## config.mk

```make
export PLATFORM = sky130hd
export DESIGN_NAME = base64_stream_decoder_core
export DESIGN_NICKNAME = d
export VERILOG_FILES = /design/src/rtl/b64d_pkg.sv /design/src/rtl/b64d_front.sv /design/src/rtl/b64d_queue.sv /design/src/rtl/b64d_back.sv /design/src/rtl/base64_stream_decoder_core.sv
export VERILOG_INCLUDE_DIRS = /design/src /design/src/rtl
export SDC_FILE = /design/constraint.sdc
export NUM_CORES = 1
export LEC_CHECK = 0
export ABC_AREA = 1
export BUFFER_PORTS_ARGS = -buffer_cell sky130_fd_sc_hd__buf_4
export CAP_MARGIN = 25
export CORE_MARGIN = 3
export CORE_UTILIZATION = 60
export CTS_CLUSTER_DIAMETER = 150
export DETAILED_ROUTE_END_ITERATION = 10
export GPL_ROUTABILITY_DRIVEN = 0
export PLACE_DENSITY_LB_ADDON = 0.25
export SYNTH_ARGS = -nofsm -noshare
export SYNTH_HDL_FRONTEND = slang
export SYNTH_SLANG_ARGS = --single-unit
```

## constraint.sdc

```tcl
create_clock -name clk -period 4.2 [get_ports clk]
set_input_delay 0.63 -clock clk [delete_from_list [all_inputs] [get_ports clk]]
set_output_delay 0.63 -clock clk [all_outputs]
set_load 0.02 [all_outputs]
```

## src/rtl/base64_stream_decoder_core_macros.svh

```systemverilog
// assertion macros for the base64 stream decoder
// no dependencies; included by the top level only
`ifndef BASE64_STREAM_DECODER_CORE_MACROS_SVH
`define BASE64_STREAM_DECODER_CORE_MACROS_SVH

`ifndef SYNTH
// same-cycle implication, sampled on clk, quiet during reset
`define B64D_ASSERT_IMPLY(lbl, ante, cons, msg) \
    lbl: assert property (@(posedge clk) disable iff (!rst_n) (ante) |-> (cons)) \
        else $error(msg);
// next-cycle implication
`define B64D_ASSERT_NEXT(lbl, ante, cons, msg) \
    lbl: assert property (@(posedge clk) disable iff (!rst_n) (ante) |=> (cons)) \
        else $error(msg);
`else
`define B64D_ASSERT_IMPLY(lbl, ante, cons, msg)
`define B64D_ASSERT_NEXT(lbl, ante, cons, msg)
`endif

`endif

```

## src/rtl/b64d_pkg.sv

```systemverilog
// types, codes and the symbol table of the base64 stream decoder
// no dependencies
`default_nettype none

package b64d_pkg;

    localparam logic [7:0] NEWLINE_CODE = 8'h0A;
    localparam logic [7:0] PAD_CODE     = 8'h3D;
    localparam logic [7:0] PLUS_CODE    = 8'h2B;
    localparam logic [7:0] SLASH_CODE   = 8'h2F;

    localparam logic [1:0] ST_BYTE    = 2'd0;
    localparam logic [1:0] ST_BAD_CHR = 2'd1;
    localparam logic [1:0] ST_BAD_LEN = 2'd2;
    localparam logic [1:0] ST_EMPTY   = 2'd3;

    // bit 6 set marks a character outside the alphabet
    localparam logic [6:0] BAD_SYMBOL = 7'd64;

    typedef struct packed {
        logic [7:0] char_code;
        logic       stream_last;
    } char_item_t;

    typedef struct packed {
        logic [7:0] data_byte;
        logic [1:0] status;
        logic       run_last;
        logic       stream_done;
    } result_t;

    // one unit of work for the back end: up to three results
    typedef struct packed {
        logic [23:0] bytes;
        logic [1:0]  count;
        logic [1:0]  status;
        logic        done;
    } job_t;

    function automatic logic [6:0] symbol_value(input logic [7:0] c);
        logic [7:0] d;
        d = 8'd0;
        if (c >= 8'h41 && c <= 8'h5A) begin
            d = c - 8'h41;
        end else if (c >= 8'h61 && c <= 8'h7A) begin
            d = c - 8'h61 + 8'd26;
        end else if (c >= 8'h30 && c <= 8'h39) begin
            d = c - 8'h30 + 8'd52;
        end else if (c == PLUS_CODE) begin
            d = 8'd62;
        end else if (c == SLASH_CODE) begin
            d = 8'd63;
        end else if (c == PAD_CODE) begin
            d = 8'd0;
        end else begin
            d = {1'b0, BAD_SYMBOL};
        end
        return d[6:0];
    endfunction

endpackage

`default_nettype wire

```

## src/rtl/b64d_front.sv

```systemverilog
// front end: takes characters, tracks group state, issues jobs
// depends on b64d_pkg
`default_nettype none

module b64d_front
(
    input  wire logic                clk,
    input  wire logic                rst_n,
    input  wire logic                accept,
    input  wire b64d_pkg::char_item_t item,
    output logic                     push,
    output b64d_pkg::job_t           job
);

    logic [1:0]  pos_reg, pos_next;
    logic [17:0] acc_reg, acc_next;
    logic        third_pad_reg, third_pad_next;
    logic [23:0] held_reg, held_next;
    logic        held_valid_reg, held_valid_next;
    logic [1:0]  drop_reg, drop_next;
    logic        failed_reg, failed_next;

    logic [6:0]  sym;
    logic        is_nl;
    logic        is_pad;
    logic        last;

    assign sym    = b64d_pkg::symbol_value(item.char_code);
    assign is_nl  = (item.char_code == b64d_pkg::NEWLINE_CODE);
    assign is_pad = (item.char_code == b64d_pkg::PAD_CODE);
    assign last   = item.stream_last;

    always_comb
    begin
        pos_next        = pos_reg;
        acc_next        = acc_reg;
        third_pad_next  = third_pad_reg;
        held_next       = held_reg;
        held_valid_next = held_valid_reg;
        drop_next       = drop_reg;
        failed_next     = failed_reg;
        push            = 1'b0;
        job             = '0;

        if (accept) begin
            if (failed_reg) begin
                // swallow everything until the end of the stream
                if (last) begin
                    failed_next = 1'b0;
                end
            end else if (!is_nl && sym[6]) begin
                push            = 1'b1;
                job.count       = 2'd1;
                job.status      = b64d_pkg::ST_BAD_CHR;
                job.done        = 1'b1;
                pos_next        = '0;
                acc_next        = '0;
                third_pad_next  = 1'b0;
                held_next       = '0;
                held_valid_next = 1'b0;
                drop_next       = '0;
                failed_next     = !last;
            end else begin
                if (!is_nl) begin
                    // a new group starts: release the held one in full
                    if (pos_reg == 2'd0 && held_valid_reg && !last) begin
                        push            = 1'b1;
                        job.bytes       = held_reg;
                        job.count       = 2'd3;
                        job.status      = b64d_pkg::ST_BYTE;
                        job.done        = 1'b0;
                        held_valid_next = 1'b0;
                    end
                    if (pos_reg == 2'd3) begin
                        held_next       = {acc_reg, sym[5:0]};
                        held_valid_next = 1'b1;
                        drop_next       = third_pad_reg ? 2'd2 : (is_pad ? 2'd1 : 2'd0);
                        acc_next        = '0;
                        third_pad_next  = 1'b0;
                        pos_next        = '0;
                    end else begin
                        if (pos_reg == 2'd2) begin
                            third_pad_next = is_pad;
                        end
                        acc_next = {acc_reg[11:0], sym[5:0]};
                        pos_next = pos_reg + 2'd1;
                    end
                end
                if (last) begin
                    push     = 1'b1;
                    job.done = 1'b1;
                    priority if (pos_next != 2'd0) begin
                        job.count  = 2'd1;
                        job.status = b64d_pkg::ST_BAD_LEN;
                    end else if (!held_valid_next) begin
                        job.count  = 2'd1;
                        job.status = b64d_pkg::ST_EMPTY;
                    end else begin
                        job.bytes  = held_next;
                        job.count  = 2'd3 - drop_next;
                        job.status = b64d_pkg::ST_BYTE;
                    end
                    pos_next        = '0;
                    acc_next        = '0;
                    third_pad_next  = 1'b0;
                    held_next       = '0;
                    held_valid_next = 1'b0;
                    drop_next       = '0;
                    failed_next     = 1'b0;
                end
            end
        end
    end

    always_ff @(posedge clk or negedge rst_n)
    begin
        if (!rst_n) begin
            pos_reg        <= '0;
            acc_reg        <= '0;
            third_pad_reg  <= 1'b0;
            held_reg       <= '0;
            held_valid_reg <= 1'b0;
            drop_reg       <= '0;
            failed_reg     <= 1'b0;
        end else begin
            pos_reg        <= pos_next;
            acc_reg        <= acc_next;
            third_pad_reg  <= third_pad_next;
            held_reg       <= held_next;
            held_valid_reg <= held_valid_next;
            drop_reg       <= drop_next;
            failed_reg     <= failed_next;
        end
    end

endmodule

`default_nettype wire

```

## src/rtl/b64d_queue.sv

```systemverilog
// short job queue between front and back end
// depends on b64d_pkg
`default_nettype none

module b64d_queue
#(
    parameter int DEPTH = 4
)
(
    input  wire logic           clk,
    input  wire logic           rst_n,
    input  wire logic           push,
    input  wire b64d_pkg::job_t push_job,
    input  wire logic           pop,
    output b64d_pkg::job_t      head_job,
    output logic                full,
    output logic                empty
);

    localparam int PW = (DEPTH > 1) ? $clog2(DEPTH) : 1;
    localparam int CW = $clog2(DEPTH + 1);

    b64d_pkg::job_t mem_reg [DEPTH];

    logic [PW-1:0] wr_ptr_reg, wr_ptr_next;
    logic [PW-1:0] rd_ptr_reg, rd_ptr_next;
    logic [CW-1:0] count_reg, count_next;

    assign full     = (count_reg == CW'(DEPTH));
    assign empty    = (count_reg == '0);
    assign head_job = mem_reg[rd_ptr_reg];

    always_comb
    begin
        wr_ptr_next = wr_ptr_reg;
        rd_ptr_next = rd_ptr_reg;
        count_next  = count_reg;
        if (push) begin
            wr_ptr_next = (wr_ptr_reg == PW'(DEPTH - 1)) ? '0 : wr_ptr_reg + 1'b1;
        end
        if (pop) begin
            rd_ptr_next = (rd_ptr_reg == PW'(DEPTH - 1)) ? '0 : rd_ptr_reg + 1'b1;
        end
        unique case ({push, pop})
            2'b10:   count_next = count_reg + 1'b1;
            2'b01:   count_next = count_reg - 1'b1;
            default: count_next = count_reg;
        endcase
    end

    always_ff @(posedge clk)
    begin
        if (push) begin
            mem_reg[wr_ptr_reg] <= push_job;
        end
    end

    always_ff @(posedge clk or negedge rst_n)
    begin
        if (!rst_n) begin
            wr_ptr_reg <= '0;
            rd_ptr_reg <= '0;
            count_reg  <= '0;
        end else begin
            wr_ptr_reg <= wr_ptr_next;
            rd_ptr_reg <= rd_ptr_next;
            count_reg  <= count_next;
        end
    end

endmodule

`default_nettype wire

```

## src/rtl/b64d_back.sv

```systemverilog
// back end: turns each job into one to three results
// depends on b64d_pkg
`default_nettype none

module b64d_back
(
    input  wire logic           clk,
    input  wire logic           rst_n,
    input  wire logic           q_empty,
    input  wire b64d_pkg::job_t head_job,
    output logic                pop,
    output logic                res_valid,
    input  wire logic           res_stall,
    output b64d_pkg::result_t   res_data
);

    logic           busy_reg, busy_next;
    b64d_pkg::job_t job_reg, job_next;
    logic [1:0]     idx_reg, idx_next;

    logic           take;
    logic           final_res;
    logic [7:0]     sel_byte;

    assign take      = busy_reg && !res_stall;
    assign final_res = ((idx_reg + 2'd1) == job_reg.count);
    assign pop       = !q_empty && (!busy_reg || (take && final_res));
    assign res_valid = busy_reg;

    always_comb
    begin
        unique case (idx_reg)
            2'd0:    sel_byte = job_reg.bytes[23:16];
            2'd1:    sel_byte = job_reg.bytes[15:8];
            2'd2:    sel_byte = job_reg.bytes[7:0];
            default: sel_byte = '0;
        endcase
    end

    always_comb
    begin
        res_data.data_byte   = (job_reg.status == b64d_pkg::ST_BYTE) ? sel_byte : 8'd0;
        res_data.status      = job_reg.status;
        res_data.run_last    = final_res;
        res_data.stream_done = final_res && job_reg.done;
    end

    always_comb
    begin
        busy_next = busy_reg;
        job_next  = job_reg;
        idx_next  = idx_reg;
        if (pop) begin
            busy_next = 1'b1;
            job_next  = head_job;
            idx_next  = '0;
        end else if (take) begin
            if (final_res) begin
                busy_next = 1'b0;
            end else begin
                idx_next = idx_reg + 2'd1;
            end
        end
    end

    always_ff @(posedge clk)
    begin
        job_reg <= job_next;
    end

    always_ff @(posedge clk or negedge rst_n)
    begin
        if (!rst_n) begin
            busy_reg <= 1'b0;
            idx_reg  <= '0;
        end else begin
            busy_reg <= busy_next;
            idx_reg  <= idx_next;
        end
    end

endmodule

`default_nettype wire

```

## src/rtl/base64_stream_decoder_core.sv

```systemverilog
// top level of the base64 stream decoder: front end, job queue, back end
// depends on b64d_pkg, b64d_front, b64d_queue, b64d_back and the macro header
//
//   channel   dir   handshake              payload
//   char      in    char_valid/char_stall  char_data (char_code, stream_last)
//   res       out   res_valid/res_stall    res_data (data_byte, status, run_last, stream_done)
//
// one character is taken per cycle unless char_stall is high; each transfer is classified in that cycle
// a group of four symbols gives up to three result transfers, one per cycle while res_stall is low, from the back end
// char_stall rises only when the job queue is full, so a stalled result side
// holds off input after QUEUE_DEPTH jobs plus the one being sent
// asynchronous reset clears all control state; no clearing pass is needed
`default_nettype none

`include "base64_stream_decoder_core_macros.svh"

module base64_stream_decoder_core
#(
    parameter int QUEUE_DEPTH = 4
)
(
    input  wire logic                 clk,
    input  wire logic                 rst_n,
    input  wire logic                 char_valid,
    output logic                      char_stall,
    input  wire b64d_pkg::char_item_t char_data,
    output logic                      res_valid,
    input  wire logic                 res_stall,
    output b64d_pkg::result_t         res_data
);

    logic           char_take;
    logic           q_push;
    logic           q_pop;
    logic           q_full;
    logic           q_empty;
    b64d_pkg::job_t push_job;
    b64d_pkg::job_t head_job;

    // the front end only waits for room in the queue
    assign char_stall = q_full;
    assign char_take  = char_valid && !char_stall;

    // group tracking and end-of-stream decisions
    b64d_front u_front
    (
        .clk    (clk),
        .rst_n  (rst_n),
        .accept (char_take),
        .item   (char_data),
        .push   (q_push),
        .job    (push_job)
    );

    // decouples the character side from the result side
    b64d_queue
    #(
        .DEPTH (QUEUE_DEPTH)
    )
    u_queue
    (
        .clk      (clk),
        .rst_n    (rst_n),
        .push     (q_push),
        .push_job (push_job),
        .pop      (q_pop),
        .head_job (head_job),
        .full     (q_full),
        .empty    (q_empty)
    );

    // result serialiser with registered job and index
    b64d_back u_back
    (
        .clk       (clk),
        .rst_n     (rst_n),
        .q_empty   (q_empty),
        .head_job  (head_job),
        .pop       (q_pop),
        .res_valid (res_valid),
        .res_stall (res_stall),
        .res_data  (res_data)
    );

    // no job may be written into a full queue
    `B64D_ASSERT_IMPLY(a_no_overflow, q_full, !q_push, "job queue overflow")
    // the back end never pops an empty queue
    `B64D_ASSERT_IMPLY(a_no_underflow, q_empty, !q_pop, "job queue underflow")
    // error results are single, zero and close the stream
    `B64D_ASSERT_IMPLY(a_error_shape,
        res_valid && (res_data.status != b64d_pkg::ST_BYTE),
        res_data.run_last && res_data.stream_done && (res_data.data_byte == 8'd0),
        "malformed error result")
    // a result still waiting after a stall stays offered
    `B64D_ASSERT_NEXT(a_result_kept, res_valid && res_stall, res_valid,
        "pending result withdrawn")

endmodule

`default_nettype wire

```

After elaboration in Yosys (flattened, before gate mapping)
Memory sizes are Yosys's and may differ from the RTL's. A register that Yosys moved wholly into a read port is not among the register bits.
Cells that the tools add are included.
Widths: inputs -> output; s select.
{ "word_totals": {"regBits": 59, "ramBits": 116, "input_bits": 13, "out_inout_bits": 14, "elab_cells": 156, "mem_count": 1} }
{ "memory_table": {"columns": ["memory", "words", "word_bits", "read_ports", "rd_clocked_by_memory_dff", "write_ports", "line_no", "rtl"], "rows": [
  ["u_queue.mem_reg", 4, 29, 1, 1, 1, "b64d_queue.sv:23", "b64d_pkg::job_t mem_reg [DEPTH];"]
]} }
{ "op_classes": {"addsub": 12, "magnitude_cmp": 6, "n_eq_ne": 16, "mux": 76, "bitwise_logic": 1, "n_reduce_logical": 32} }
{ "op_table": {"columns": ["operator", "count"], "rows": [
  ["$mux 24", 7],
  ["$mux 29", 5],
  ["$mux 18", 4],
  ["$mux 7", 6],
  ["$mux 2", 20],
  ["$mux 1", 28],
  ["$eq 8x6->1 const B", 3],
  ["$pmux 8 s3", 1],
  ["$ge 8x7->1 const B", 2],
  ["$le 8x7->1 const B", 2],
  ["$sub 7x7->7 const B", 2],
  ["$eq 2x2->1 const B", 6],
  ["$logic_and 1x1->1", 11],
  ["$add 2x1->2 const B", 4],
  ["$eq 8x4->1 const B", 1],
  ["$ge 8x6->1 const B", 1],
  ["$le 8x6->1 const B", 1],
  ["$mux 4", 2],
  ["$mux 8", 1],
  ["$reduce_bool 2->1", 4],
  ["$add 7x5->7 const B", 1],
  ["$add 7x6->7 const B", 1],
  ["$sub 7x6->7 const B", 1],
  ["$logic_not 1->1", 6],
  ["18 further kinds", 23]
]} }

Depth between registers and ports, before layout
Gate-level depths: netlist of run 1.
{ "depth": {"depth_word": 18, "depth_mapped": 17, "ltp_nobuf": 17} }

Cells and area by module
Synthesis of run 1 repeated with hierarchy kept, for this count alone.
{ "unflattened": {"cells_unflattened": 1057, "hier_area_um2": 10425.0} }
{ "by_module_without_submodules": {"columns": ["module", "instances", "cells_per_inst", "area_per_inst_um2", "seq_area_each_um2"], "rows": [
  ["b64d_queue", 1, 392, 5165.0, 3658.5],
  ["b64d_front", 1, 543, 3890.0, 1226.2],
  ["b64d_back", 1, 120, 1360.1, 945.9],
  ["base64_stream_decoder_core", 1, 2, 10.0, 0.0]
]} }

Least setup slack after synthesis of run 1
No wires, ideal clock.
{ "synth_path": {"path_kind": "input -> register", "startpoint": "input port char_data[3] in the netlist's numbering", "endpoint": "memory u_queue.mem_reg[0][0] in the netlist's numbering, enable pin", "setup_ns": 0.415, "t_arrival_ns": 3.453, "t_required_ns": 3.785, "slack_ns": 0.332, "path_stages": 12, "n_path_buf": 1, "path_cell_list": "clkbuf_1 > inv_1 > ha_1 > nand2_1 > inv_1 > o21ai_0 > nand2_2 > o21ai_2 > nand4_1 > nand2_1 > nand2_1 > nor2_1"} }
{ "synth_between": {"elab_chain_len": 13, "elab_cells_between_ends": 33, "classes_between": "add/sub: 5; order compare: 6; eq/ne: 4; mux: 13; reduce/logical: 5"} }
{ "synth_lines": {"columns": ["element", "line_no", "rtl"], "rows": [
  ["from (decl)", "base64_stream_decoder_core.sv:26", "input wire b64d_pkg::char_item_t char_data,"],
  ["parallel branches: the longest is 8 deep, another holds $sub 7x6->7", null, null],
  ["$mux 1 *", "b64d_front.sv:51", "end else if (!is_nl && sym[6]) begin"],
  ["$mux 1 *", "b64d_front.sv:46", "if (failed_reg) begin"],
  ["$mux 1 *", "b64d_front.sv:45", "if (accept) begin"],
  ["$mux 1 *", "b64d_queue.sv:53", "if (push) begin"],
  ["$mux 1 (implied by the code) *", "b64d_queue.sv:54", "mem_reg[wr_ptr_reg] <= push_job;"],
  ["to (decl)", "b64d_queue.sv:23", null]
]} }
Mark *: on every way between the ends.

Worst setup path after layout of run 1
{ "layout_path": {"startpoint": "input port char_data[1] in the netlist's numbering", "endpoint": "register u_queue.count_reg[2]"} }
{ "layout_between": {"elab_chain_len": 13, "elab_cells_between_ends": 35, "classes_between": "add/sub: 5; order compare: 6; eq/ne: 6; mux: 12; reduce/logical: 6"} }
{ "layout_lines": {"columns": ["element", "line_no", "rtl"], "rows": [
  ["parallel branches: the longest is 8 deep, another holds $sub 7x6->7", null, null],
  ["$mux 1 *", "b64d_front.sv:51", null],
  ["$mux 1 *", "b64d_front.sv:46", null],
  ["$mux 1 *", "b64d_front.sv:45", null],
  ["$eq 2x1->1 / $eq 2x2->1 (equally long branches)", "b64d_queue.sv:44", "unique case ({push, pop})"],
  ["$pmux 3 s2 / $reduce_bool 2->1 (equally long branches)", null, null],
  ["to (signal assigned)", "b64d_queue.sv:67", "count_reg <= count_next;"],
  ["to (decl)", "b64d_queue.sv:27", "logic [CW-1:0] count_reg, count_next;"]
]} }
Marked as above.
A chain may end at the register's enable or synchronous reset.

==> results.md, run 1 <==
* Outcome: finished, final reports clean
* Die Wd at 134.0 um
* Hold Fails Final Rpt at 0
* Initial Utilization at 0.6163
* Number of global-route vias before repair at between 6000 and 7000
* Cells on worst reg2reg path at 14
* Die area at 0.01795 mm^2
* Hold Path Class: in -> async
* Largest cells by area after synthesis: edfxtp_1, dfrtp_1, nand2_1, o21ai_0, nor2_1
* Net count, final at 1032
* Post-Place Setup Slack at about 0.57 ns
* Die height at 134.0 um
* CP Cell Sequence: buf_4 -> inv_1 -> ha_1 -> inv_1 -> nand2_1 -> nand2_1 -> a21oi_1 -> nand2_1 -> o21ai_2 -> nand4_1 -> nand2_1 -> nand2_1 -> ha_1 -> fa_1 -> a21oi_1 -> o21ai_0 -> xor2_1
* # DRC at 0
* Synth Instances at between 900 and 1000
* Met2 Use GR at 0.3925
* Post-route clock period utilization at 0.7537
* WP data arrival at 3.53 ns
* Critical path capture point type: flip-flop
* FF/Latch Area at 0.005831 mm^2
* I/O pins at 27
* Worst path top cell family by delay: adder cells
* RSZ-0062 raised after global routing: false
* Root Buffer: clkbuf_16
* Max Cap Violations at 0
* Largest net degree at the start of global routing at 62
* RR Startpoint: u_front.pos_reg[0]$_DFFE_PN0P_
* Leakage at between 4 and 5 nW
* Top cell by count, worst path: nand2_1
* P&R area growth vs syn at 9.653%
* Post-route ant nets at 0
* Dpl hpwl at about 13 mm
* Num CTS Buffers at 21
* Port bufs at 26
* N_diodes at 0
* Layout cells sized above 1 at 0.1259
* Multi-input gate area at 0.003400 mm^2
* Post-CTS sizing at 0
* Flops & latches, synth at between 200 and 250
* Worst Tran Pin Value at 0.9227 ns
* Filler cells at 1212
* Post-synth EDFFs at 145
* Max reg flops at approximately 120
* DRT Pass-1 Iters at 5
* Mapped Nets at slightly above 1000
* Post-CTS Setup Bufs at 0
* Final Critical Period at around 3.2 ns
* Core ar. at between 0.015 and 0.02 mm^2
* Sink Count at 204
* Synth warn at 0
* Total placed cells including tap cells at 1188
* Max FO, Critical Path at 7
* WL/cell at roughly 17 um
* Crit path buf inv count at 3
* Avg Cell Area, Syn at roughly 10 um^2
* Clock Skews at around 0.0084 ns
* Startpoint type of the worst setup path: input port
* Largest area contributor in the netlist: edfxtp_1
* GRT Max-Usage Layer: met2
* Final wirelength at approximately 20 mm
* Max Fclk at 315.9 MHz
* Gr usage total at 0.2270
* CP Class: in -> reg
* Worst Path Required at 4.56 ns
* R2r setup slk at about 1.4 ns
* R2r endpoint: u_queue.count_reg[2]$_DFFE_PN0P_
* Initial antenna violation count at 0
* Post-Layout Cell Count at between 1000 and 1500
* Clock-pin slew on the worst setup and hold paths at around 0.06 ns
* CP peak stage delay at approximately 0.45 ns
* Mapped Area at approximately 0.0098 mm^2
* Met1 usage at 0.3049
* Hold Buf Count CTS at 0
* Synth top area share at 0.4431
* Clock buffer depth at 3
* Avg Vias per Cell at 5.600
* Met3 Track Usage GR at 0.03526
* Setup TNS at 0 ns
* H-tree depth at 1
* First-pass GRT wire length at around 33 mm
* Sequential-to-total area share from yosys stat at 0.5934
* Slowest CP cell: fa_1
* VDD IR max at 0.5186 mV
* Final Slew Violations at 0
* P per Cell Area at roughly 600 mW/mm^2
* Grt ovf at 0
* DR iter-0 viols at 731
* Ys flop type: edfxtp_1
* Core Rows at 46
* Final setup vio count at 0
* Unique cell type count in the Yosys netlist at between 40 and 50
* Post-route setup slack at 1.034 ns
* Slew HR at 0.3842
* Clk_lat worst skew at ~0.49 ns
* Vias at just under 7000
* Design Area, Final at around 0.011 mm^2
* Clock tree from TritonCTS: yes
* DP Area at roughly 0.010 mm^2
* FFs w/ async S/R, synth at 0.2892
-- how the worst max path moves through the flow --
stage	start	endpoint	slack, ns	depth (start not counted)
final	char_data[1]	u_queue.count_reg[2]$_DFFE_PN0P_	1.03	17
after floorplan	char_data[3]	u_queue.mem_reg[0][0]$_DFFE_PP_	0.33	12
after global placement	char_data[3]	u_queue.count_reg[2]$_DFFE_PN0P_	0.64	16
after detailed placement	char_data[1]	u_queue.count_reg[2]$_DFFE_PN0P_	0.57	17
after CTS	char_data[1]	u_queue.count_reg[2]$_DFFE_PN0P_	1.08	17
after global routing	char_data[1]	u_queue.count_reg[2]$_DFFE_PN0P_	0.75	17
-- stage by stage --
stage | hold slack [ns] | util | power (W)
4_1_cts | 0.2523 | 0.6758 | 0.006480
2_1_floorplan | 0.3344 | - | 0.004165
3_5_place_dp | 0.4732 | 0.6350 | 0.004714
6_report | 0.2345 | 0.6758 | 0.006434
3_3_place_gp | 0.4612 | 0.6350 | 0.004648
5_1_grt | 0.2935 | 0.6758 | 0.006792
-- cell type report --
type,count,area share
timing repair buffer,37,0.02578
clock buffer,32,0.05539
sequential,204,0.5412
multi-input combinational,639,0.3155
clock inverter,5,0.004994
inverter,92,0.03205
tap,216,0.02508
-- per-layer routing --
layer,part of all wire,routed length (um)
met5,0,0
met4,0.015,297
met3,0.051,1038
met2,0.50,10200
met1,0.43,8683
-- worst register-to-register path, delay by kind of cell, from the launching register on --
| family | cells | cell delay [ns] |
|---|---|---|
| xor+xnor | 1 | 0.15 |
| buf+inv | 2 | 0.23 |
| flops | 1 | 0.42 |
| fa+ha+maj | 3 | 0.93 |
| compound gates | 2 | 0.25 |
| simple gates | 6 | 0.66 |
-- synth_stat cells (2+ instances only) --
master / n
xor2_1: 7
nand2_1: 191
o21ai_2: 11
nor2_4: 4
o21bai_1: 2
o21ai_0: 98
inv_1: 88
nand2_2: 6
nor2_1: 115
buf_2: 3
o211ai_1: 4
inv_2: 4
or2_2: 4
clkbuf_1: 31
buf_6: 7
nand3_1: 41
nor3_2: 18
mux2i_1: 6
xnor2_1: 3
a21oi_1: 32
edfxtp_1: 145
o22ai_1: 29
buf_4: 7
nand2_4: 3
nor3_1: 3
o21ai_1: 23
nand4_1: 3
ha_1: 23
dfrtp_1: 59
-- logic make-up after synthesis --
family | after synthesis | share of synthesized area
adders and majority gates | 24 | 0.03133
buffers and inverters | 140 | 0.06189
DFF | 204 | 0.5934
muxes | 7 | 0.007259
xor gates and xnor gates | 10 | 0.008914
AOI/OAI and AO/OA | 204 | 0.1155
and+or+nand+nor | 394 | 0.1817
-- cell usage in the layout, fill, tap and decap left out, types with 6 or more instances in the layout --
cell and n:
a21oi_1 32, buf_4 37, clkbuf_1 8, clkbuf_16 21, dfrtp_1 59, edfxtp_1 145
ha_1 23, inv_1 88, mux2i_1 6, nand2_1 191, nand2_2 6, nand3_1 41
nor2_1 110, nor2_2 6, nor3_2 18, o21ai_0 98, o21ai_1 23, o21ai_2 11
o22ai_1 29, xor2_1 7
-- where the power goes --
group	switching (W)	internal, W	leakage (nW)
combinational	0.00129	0.000588	2.05
clock	0.000721	0.00104	0.310
sequential	0.000138	0.00266	2.11
total	0.00215	0.00428	4.48
Power figures use the tool's default switching activity.
==> run 2: changes to the inputs <==
- CORE_UTILIZATION: 60 -> 56
- clock period: 4.2 -> 2.55 ns (I/O delays scaled with it)
==> results.md, run 2 (synthesized netlist as in run 1, its figures left out) <==
* Max Fclk at about 430 MHz
* N_diodes at 0 (unchanged)
* RR Startpoint: u_back.idx_reg[0]$_DFFE_PN0P_
* Hold Fails Final Rpt at 14 (+14)
* Met1 usage at 0.3042 (-0.0006824)
* R2r endpoint: u_queue.count_reg[2]$_DFFE_PN0P_
* Worst Path Required at 2.91 ns (-1.65 ns)
* Final Slew Violations at 0 (unchanged)
* Setup TNS at 0 ns (unchanged)
* Largest net degree at the start of global routing at 61 (-1.6%)
* Met2 Use GR at 0.3695 (-0.02300)
* Post-CTS sizing at 0 (unchanged)
* Most frequent cells in the layout: nand2_1, edfxtp_1, nor2_1
* # DRC at 0 (unchanged)
* Root Buffer: clkbuf_16
* Clk_lat worst skew at 0.49 ns (about the same)
* Total placed cells including tap cells at 1249 (+5.1%)
* Filler cells at 1250 (+3.1%)
* Dpl hpwl at 13.56 mm (+6.5%)
* Critical path capture point type: flip-flop
* Final wirelength at 21.30 mm (+5.3%)
* First-pass GRT wire length at 35.30 mm (+7.8%)
* Port bufs at 26 (unchanged)
* Clock buffer depth at 3 (unchanged)
* Grt ovf at 0 (unchanged)
* H-tree depth at 1 (unchanged)
* R2r setup slk at 0.23 ns (-1.21 ns)
* Outcome: finished with violations
* Avg Vias per Cell at 5.478 (-2.2%)
* Clock Skews at 0.01801 ns (+0.009654 ns)
* Initial antenna violation count at 0 (unchanged)
* Max Cap Violations at 0 (unchanged)
* Hold Path Class: in -> async
* P&R area growth vs syn at 17.34%
* Post-Place Setup Slack at -0.1515 ns (-0.7235 ns)
* CP Class: reg -> reg
* DRT Pass-1 Iters at 5 (unchanged)
* Slew HR at 0.4656 (+0.08137)
* Layout cells sized above 1 at 0.1893 (+0.06345)
* Post-route clock period utilization at 0.9087
* Final setup vio count at 0 (unchanged)
* RSZ-0062 raised after global routing: false
* Die height at 138.5 um (+3.4%)
* Number of global-route vias before repair at 7069 (+8.9%)
* Post-route setup slack at 0.2327 ns (-0.8017 ns)
* Leakage at 4.859 nW (+8.5%)
* Crit path from: u_back.idx_reg[0]$_DFFE_PN0P_
* Failing checks: hold timing
* Most common cell after layout, fill and taps aside: nand2_1
* Multi-input gate area at 0.003485 mm^2 (+2.5%)
* WP data arrival at 2.68 ns (-0.85 ns)
* I/O pins at 27 (unchanged)
* Clock tree from TritonCTS: yes
* Max FO, Critical Path at 4 (-3)
* Worst Tran Pin Value at 0.8017 ns (-0.1210 ns)
* DR iter-0 viols at 656 (-10%)
* Design Power at 0.01137 W (+77%)
* P per Cell Area at 986.2 mW/mm^2 (+65%)
* Max reg flops at 116 (unchanged)
* Core Rows at 47 (+2.2%)
* Hold Slack at -0.02134 ns (-0.2558 ns)
* Gr usage total at 0.2215 (-0.005444)
* Sink Count at 204 (unchanged)
* Cells on worst reg2reg path at 12 (-2)
* CP Capture Point: u_queue.count_reg[2]$_DFFE_PN0P_
* Post-Layout Cell Count at 1287 (+5.1%)
* Vias at 7050 (+2.8%)
* Initial Utilization at 0.5822 (-0.03413)
* Die Wd at 138.5 um (+3.4%)
* Met3 Track Usage GR at 0.02659 (-0.008670)
* Core ar. at 0.01688 mm^2 (+5.9%)
* VDD IR max at 0.9818 mV (+89%)
* WL/cell at 16.55 um (+0.25%)
* Hold Buf Count CTS at 0 (unchanged)
* Net count, final at 1089 (+5.5%)
* Startpoint type of the worst setup path: flip-flop
* GRT Max-Usage Layer: met2
* Final Critical Period at approximately 2.3 ns
* Die area at 0.01917 mm^2 (+6.8%)
* Post-CTS Setup Bufs at 0 (unchanged)
* Post-route ant nets at 0 (unchanged)
* FF/Latch Area at 0.005831 mm^2 (unchanged)
* Clock-pin slew on the worst setup and hold paths at 0.06 ns (about the same)
* Num CTS Buffers at 21 (unchanged)
run 2: metal layers:
layer | share of wire | vias up
met1 | 0.45 | 3340
met4 | 0.027 | 0
met2 | 0.48 | 196
met5 | 0 | -
li1 | - | 3469
met3 | 0.045 | 45
run 2: critical path: stages (launching register included):
cell	delay, ns
dfrtp_1	0.44
inv_2	0.13
ha_4	0.21
xnor2_1	0.12
nand2_1	0.11
inv_2	0.05
a21oi_2	0.21
nor2_4	0.08
ha_4	0.16
fa_2	0.33
a21oi_1	0.14
o21ai_1	0.09
xor2_1	0.14
run 2: worst min-delay path by stage:
stage / from / endpoint / slack, ns / depth (start not counted)
floorplan: rst_n / u_back.idx_reg[0]$_DFFE_PN0P_ / 0.09 / 0
global route: rst_n / u_queue.wr_ptr_reg[0]$_DFFE_PN0P_ / 0.04 / 1
detailed placement: u_front.held_reg[2]$_DFFE_PN0P_ / u_front.held_reg[2]$_DFFE_PN0P_ / 0.47 / 2
global placement: u_front.held_reg[4]$_DFFE_PN0P_ / u_front.held_reg[4]$_DFFE_PN0P_ / 0.46 / 2
CTS: rst_n / u_queue.wr_ptr_reg[0]$_DFFE_PN0P_ / 0.02 / 1
finish: rst_n / u_queue.wr_ptr_reg[1]$_DFFE_PN0P_ / -0.02 / 1
run 2: per-stage QoR:
step           instance area [um^2]  hold WS, ns  utilization
2_1_floorplan                  9952      0.08691            -
3_3_place_gp                  10760       0.4614       0.6376
3_5_place_dp                  10760       0.4692       0.6376
4_1_cts                       11530      0.01583       0.6831
5_1_grt                       11530      0.03614       0.6831
6_report                      11530     -0.02134       0.6831
run 2: where the power goes:
group | total [W] | switching [W] | internal, W
logic | 0.00338 | 0.00222 | 0.00116
registers | 0.00463 | 0.000249 | 0.00438
clock network | 0.00336 | 0.00122 | 0.00214
run 2: final cells by class:
cell class              count  area share
well taps                 220     0.02387
repair buffers             94     0.07097
flip-flops and latches    204      0.5057
clock inverters             9     0.01498
multi-input cells         639      0.3022
inverters                  92     0.03060
clock buffers              29     0.05165
